==> src/hw/rtl/light_gun_aim_mapper_assert.svh <==
// Assertion macros for the light gun aim mapper.
// Uses clk_i and rst_ni of the including module.
`ifndef LIGHT_GUN_AIM_MAPPER_ASSERT_SVH
`define LIGHT_GUN_AIM_MAPPER_ASSERT_SVH

// Check cons in the same cycle as ante.
`define LGAM_ASSERT_NOW(lbl, ante, cons, msg) \
  lbl: assert property (@(posedge clk_i) disable iff (!rst_ni) (ante) |-> (cons)) \
    else $error(msg);

// Check cons in the cycle after ante.
`define LGAM_ASSERT_NEXT(lbl, ante, cons, msg) \
  lbl: assert property (@(posedge clk_i) disable iff (!rst_ni) (ante) |=> (cons)) \
    else $error(msg);

`endif

==> src/hw/rtl/lgam_udiv.sv <==
// Pipelined restoring divider, one quotient bit per stage, with sideband.
// Stand-alone; stage enables come from the instantiating pipeline.
module lgam_udiv #(
  parameter int QW = 20,
  parameter int DW = 36,
  parameter int SW = 3
) (
  input  logic             clk_i,
  input  logic [QW-1:0]    en_i,
  input  logic [DW+QW-1:0] x_i,
  input  logic [DW-1:0]    d_i,
  input  logic [SW-1:0]    side_i,
  output logic [QW-1:0]    q_o,
  output logic [SW-1:0]    side_o
);

  localparam int XW = DW + QW;

  logic [XW-1:0] rem_q [QW-1];
  logic [DW-1:0] dv_q  [QW-1];
  logic [QW-1:0] quo_q [QW];
  logic [SW-1:0] sd_q  [QW];

  // x_i must be below d_i << QW so that the quotient fits.
  for (genvar k = 0; k < QW; k++) begin : g_step
    localparam int Sh = QW - 1 - k;
    logic [XW-1:0] r_in;
    logic [XW-1:0] d_sh;
    logic [DW-1:0] d_in;
    logic [QW-1:0] q_in;
    logic [SW-1:0] s_in;
    logic          take;

    if (k == 0) begin : g_first
      assign r_in = x_i;
      assign d_in = d_i;
      assign q_in = '0;
      assign s_in = side_i;
    end else begin : g_next
      assign r_in = rem_q[k-1];
      assign d_in = dv_q[k-1];
      assign q_in = quo_q[k-1];
      assign s_in = sd_q[k-1];
    end

    assign d_sh = XW'(d_in) << Sh;
    assign take = r_in >= d_sh;

    always_ff @(posedge clk_i) begin
      if (en_i[k]) begin
        quo_q[k] <= q_in | (take ? (QW'(1) << Sh) : '0);
        sd_q[k]  <= s_in;
      end
    end

    if (k < QW - 1) begin : g_carry
      always_ff @(posedge clk_i) begin
        if (en_i[k]) begin
          rem_q[k] <= take ? r_in - d_sh : r_in;
          dv_q[k]  <= d_in;
        end
      end
    end
  end

  assign q_o    = quo_q[QW-1];
  assign side_o = sd_q[QW-1];

endmodule

==> config.mk <==
export PLATFORM = sky130hd
export DESIGN_NAME = lgam_udiv
export DESIGN_NICKNAME = d
export VERILOG_FILES = /design/src/hw/rtl/light_gun_aim_mapper_assert.svh /design/src/hw/rtl/lgam_udiv.sv
export SDC_FILE = /design/constraint.sdc
export NUM_CORES = 2
export LEC_CHECK = 0
export BUFFER_PORTS_ARGS = -buffer_cell sky130_fd_sc_hd__buf_4
export CAP_MARGIN = 20
export CORE_MARGIN = 2
export CORE_UTILIZATION = 35
export CTS_BUF_LIST = sky130_fd_sc_hd__clkbuf_4
export DETAILED_ROUTE_END_ITERATION = 10
export GPL_TIMING_DRIVEN = 0
export PLACE_DENSITY = 0.6
export SLEW_MARGIN = 10
export SYNTH_ARGS = -nofsm -noshare
export SYNTH_HDL_FRONTEND = slang
export SYNTH_SLANG_ARGS = --single-unit
==> constraint.sdc <==
create_clock -name clk_i -period 7.4 [get_ports clk_i]
set_clock_uncertainty 0.1 [all_clocks]
set_input_delay 1.11 -clock clk_i [delete_from_list [all_inputs] [get_ports clk_i]]
set_output_delay 1.11 -clock clk_i [all_outputs]
set_load 0.1 [all_outputs]
==> flow_summary.json <==
{
  "hold_class": "primary input to flop",
  "dp_hpwl_um": 237300,
  "critPathCaptureType": "flop",
  "numCtsBuffers": 551,
  "synth.ff_latch_count": 2018,
  "syn_inst": 10320,
  "clk_latency_ns": 1.52,
  "drt_iter0_markers": 3889,
  "crit_fanout": 10,
  "cp_slowest_cell": "nor3_1",
  "async_flop_share_pct": 0,
  "cp_data_required_time_ns": 8.47,
  "power_density_nw_per_um2": 383.3,
  "cts.sinks": 2018,
  "via_per_inst": 4.988,
  "r2r-start": "rem_q[16][2]",
  "holdPathStages": 1,
  "final_util_pct": 39.86,
  "grt_pass1_wl_um": 448900,
  "tritoncts": "built",
  "seq_area_frac_synth_pct": 53.62,
  "drt-pass1-iter-count": 5,
  "syn_area_per_cell_sq_um": 10.95,
  "ys_top_cells_by_count": "edfxtp_1, inv_1, a21oi_1, nand2_1, ha_1",
  "final_antenna_net_count": 0,
  "violations": "max-capacitance violations",
  "path_cells": "inv_1, ha_1, inv_1, fa_1, a21o_1, a31oi_1, o221ai_1, nor2b_1, a21oi_1, nand2_2, a31o_2, nor3_1, buf_2, clkbuf_1, o21ai_0",
  "grt_max_degree": 115,
  "cap_violations": 1,
  "dieArea_sq_um": 327500,
  "cts_hold_buffers": 111,
  "num-nets-final": 12000,
  "critPathMostFrequentCell": "inv_1",
  "synthTopCellsByArea": "edfxtp_1, ha_1, a21oi_1, xnor2_1, inv_1",
  "timing.slew.headroom_pct": 0.2317,
  "grt_pass1_vias": 81850,
  "synth_fp_nets": 11180,
  "slowest_delay_ns": 0.93,
  "r2r_end": "rem_q[17][37]",
  "reg2reg_slack_ns": 1.34,
  "num_vias": 79140,
  "rows": 208,
  "pin_count": 139,
  "cts.clk_slew.worst_paths_ns": 0.07,
  "root_buffer": "clkbuf_4",
  "start_kind": "flop",
  "cts_setup_buffers": 0,
  "tns_ns": 0,
  "drc": 0,
  "r2r_cells": 15,
  "synth-edff-count": 2018,
  "rsz0062_at_grt": "false",
  "cts_resized": 0,
  "area_growth_pct": 13.27,
  "fmax_ghz": 0.1651,
  "layout.cells.non_filler": 15870,
  "dp_cells": 14780,
  "period_share_pct": 81.86,
  "post-synth-top-area-cell": "edfxtp_1",
  "gr-total-overflow": 0,
  "syn_area_sq_um": 113000,
  "setup_viol": 0,
  "min-delay-start": "en_i[18]",
  "yosysMostFrequentCell": "edfxtp_1",
  "track_usage_pct": 17.75,
  "synth.distinct_cells": 107,
  "port_buffers": 138,
  "finalCriticalPeriod_ns": 6.058,
  "drv_slew": 0,
  "min_to": "rem_q[18][38]",
  "p_total_w": 0.04908,
  "start_util_pct": 35.19,
  "routabilityCongestion": 1.005,
  "h-tree-depth": 6,
  "antenna_found_initial": 19,
  "outcome": "complete, but fails checks",
  "layout-drive-gt1-share_pct": 10.43,
  "synth-main-ff-cell": "edfxtp_1",
  "finalHoldViolations": 0,
  "clk_path_buf_depth": 4,
  "yosysWarnings": 0,
  "coreArea_sq_um": 321100,
  "ir_drop_mv": 0.1748,
  "synth_top_area_share_pct": 53.62,
  "worst_slew_pin_slew_ns": 1.486,
  "drt-total-wl_um": 297300,
  "critical_path_arrival_ns": 7.13,
  "critical_path_class": "flop to flop",
  "routedWlPerCell_um": 18.74,
  "fp.dieW_um": 572.3,
  "p_leak_nw": 50.80,
  "die_y_um": 572.3
}
-- how the worst max path moves through the flow --
stage,startpoint,end,slack (ns)
final,rem_q[16][2],rem_q[17][37],1.34
after global routing,rem_q[16][2],rem_q[17][37],1.34
after detailed placement,d_i[3],rem_q[0][40],1.21
after global placement,rem_q[16][2],rem_q[17][37],1.24
after floorplan,d_i[6],rem_q[0][50],3.31
after CTS,rem_q[16][2],rem_q[17][37],1.28
-- power breakdown --
group | internal [W] | switching [W] | leakage, nW | total, W
clock network | 0.00534 | 0.00465 | 4.10 | 0.00999
registers | 0.0164 | 0.00166 | 19.6 | 0.0181
logic | 0.00849 | 0.0125 | 27.1 | 0.0210
total | 0.0302 | 0.0188 | 50.8 | 0.0491
-- routing by layer --
| layer | global-route usage (%) | vias up | part of all wire (%) |
|---|---|---|---|
| met2 | 33.99 | 1719 | 53 |
| met1 | 15.75 | 36610 | 34 |
| met5 | 0 | - | 0.020 |
| met4 | 16.56 | 8 | 10 |
| li1 | - | 39900 | - |
| met3 | 2.624 | 915 | 3.1 |
-- cells in the final DEF, fill, tap and decap left out, types with 114 or more instances in the layout --
cell type,count
xnor2_1,464
nand2_1,816
a21o_1,462
a21oi_1,918
nor2_1,683
clkbuf_1,260
o21ai_0,579
nor3_1,153
xor2_1,335
dlygate4sd3_1,114
buf_4,144
clkbuf_4,776
nand3_1,167
ha_1,720
inv_1,931
edfxtp_1,2018
nand4_1,184
-- through the flow --
| stage | worst slack [ns] | hold WS, ns | cell area (sq um) |
|---|---|---|---|
| 2_1_floorplan | 3.312 | 0.3003 | 113000 |
| 3_3_place_gp | 1.236 | 0.3003 | 119400 |
| 3_5_place_dp | 1.213 | 0.3045 | 119800 |
| 4_1_cts | 1.283 | 0.01127 | 127800 |
| 5_1_grt | 1.338 | 0.1131 | 128000 |
| 6_report | 1.342 | 0.1832 | 128000 |
-- flip-flops by register name (all words and copies together), names as in the netlist --
name,flops
rem_q,1064
dv_q,684
quo_q,210
sd_q,60
-- cell type report --
class | instances | area, sq um
Clock buffer | 776 | 5826
Inverter | 935 | 3510
Antenna cell | 23 | 57.56
Tap cell | 4305 | 5386
Buffer | 322 | 1279
Sequential cell | 2018 | 60600
Fill cell | 31580 | 193100
Clock inverter | 167 | 1094
Timing Repair Buffer | 274 | 2604
Multi-Input combinational cell | 7046 | 47660
-- kinds of logic (layout without fill, tap and decap cells) --
kind of cell             after synthesis  in the layout  share of synthesized area [%]
AO/OA/AOI/OAI                       2742           2742                          15.10
AND/OR/NAND/NOR                     2633           2633                          11.22
flip-flops                          2018           2018                          53.62
buffers and inverters               1257           2474                          4.237
XOR/XNOR                             799            799                          6.192
adder cells (fa/ha/maj)              739            739                          8.307
multiplexers                         133            133                          1.320
other                                  0             23                              0
-- critical path: cells and delay by family, from the launching register on --
| family | cells | cell delay (ns) |
|---|---|---|
| AOI/OAI and AO/OA | 6 | 1.96 |
| and+or+nand+nor | 3 | 1.38 |
| buffers and inverters | 4 | 1.38 |
| adders and majority gates | 2 | 0.55 |
| DFF | 1 | 0.38 |
(Power assumes the default switching activity.)
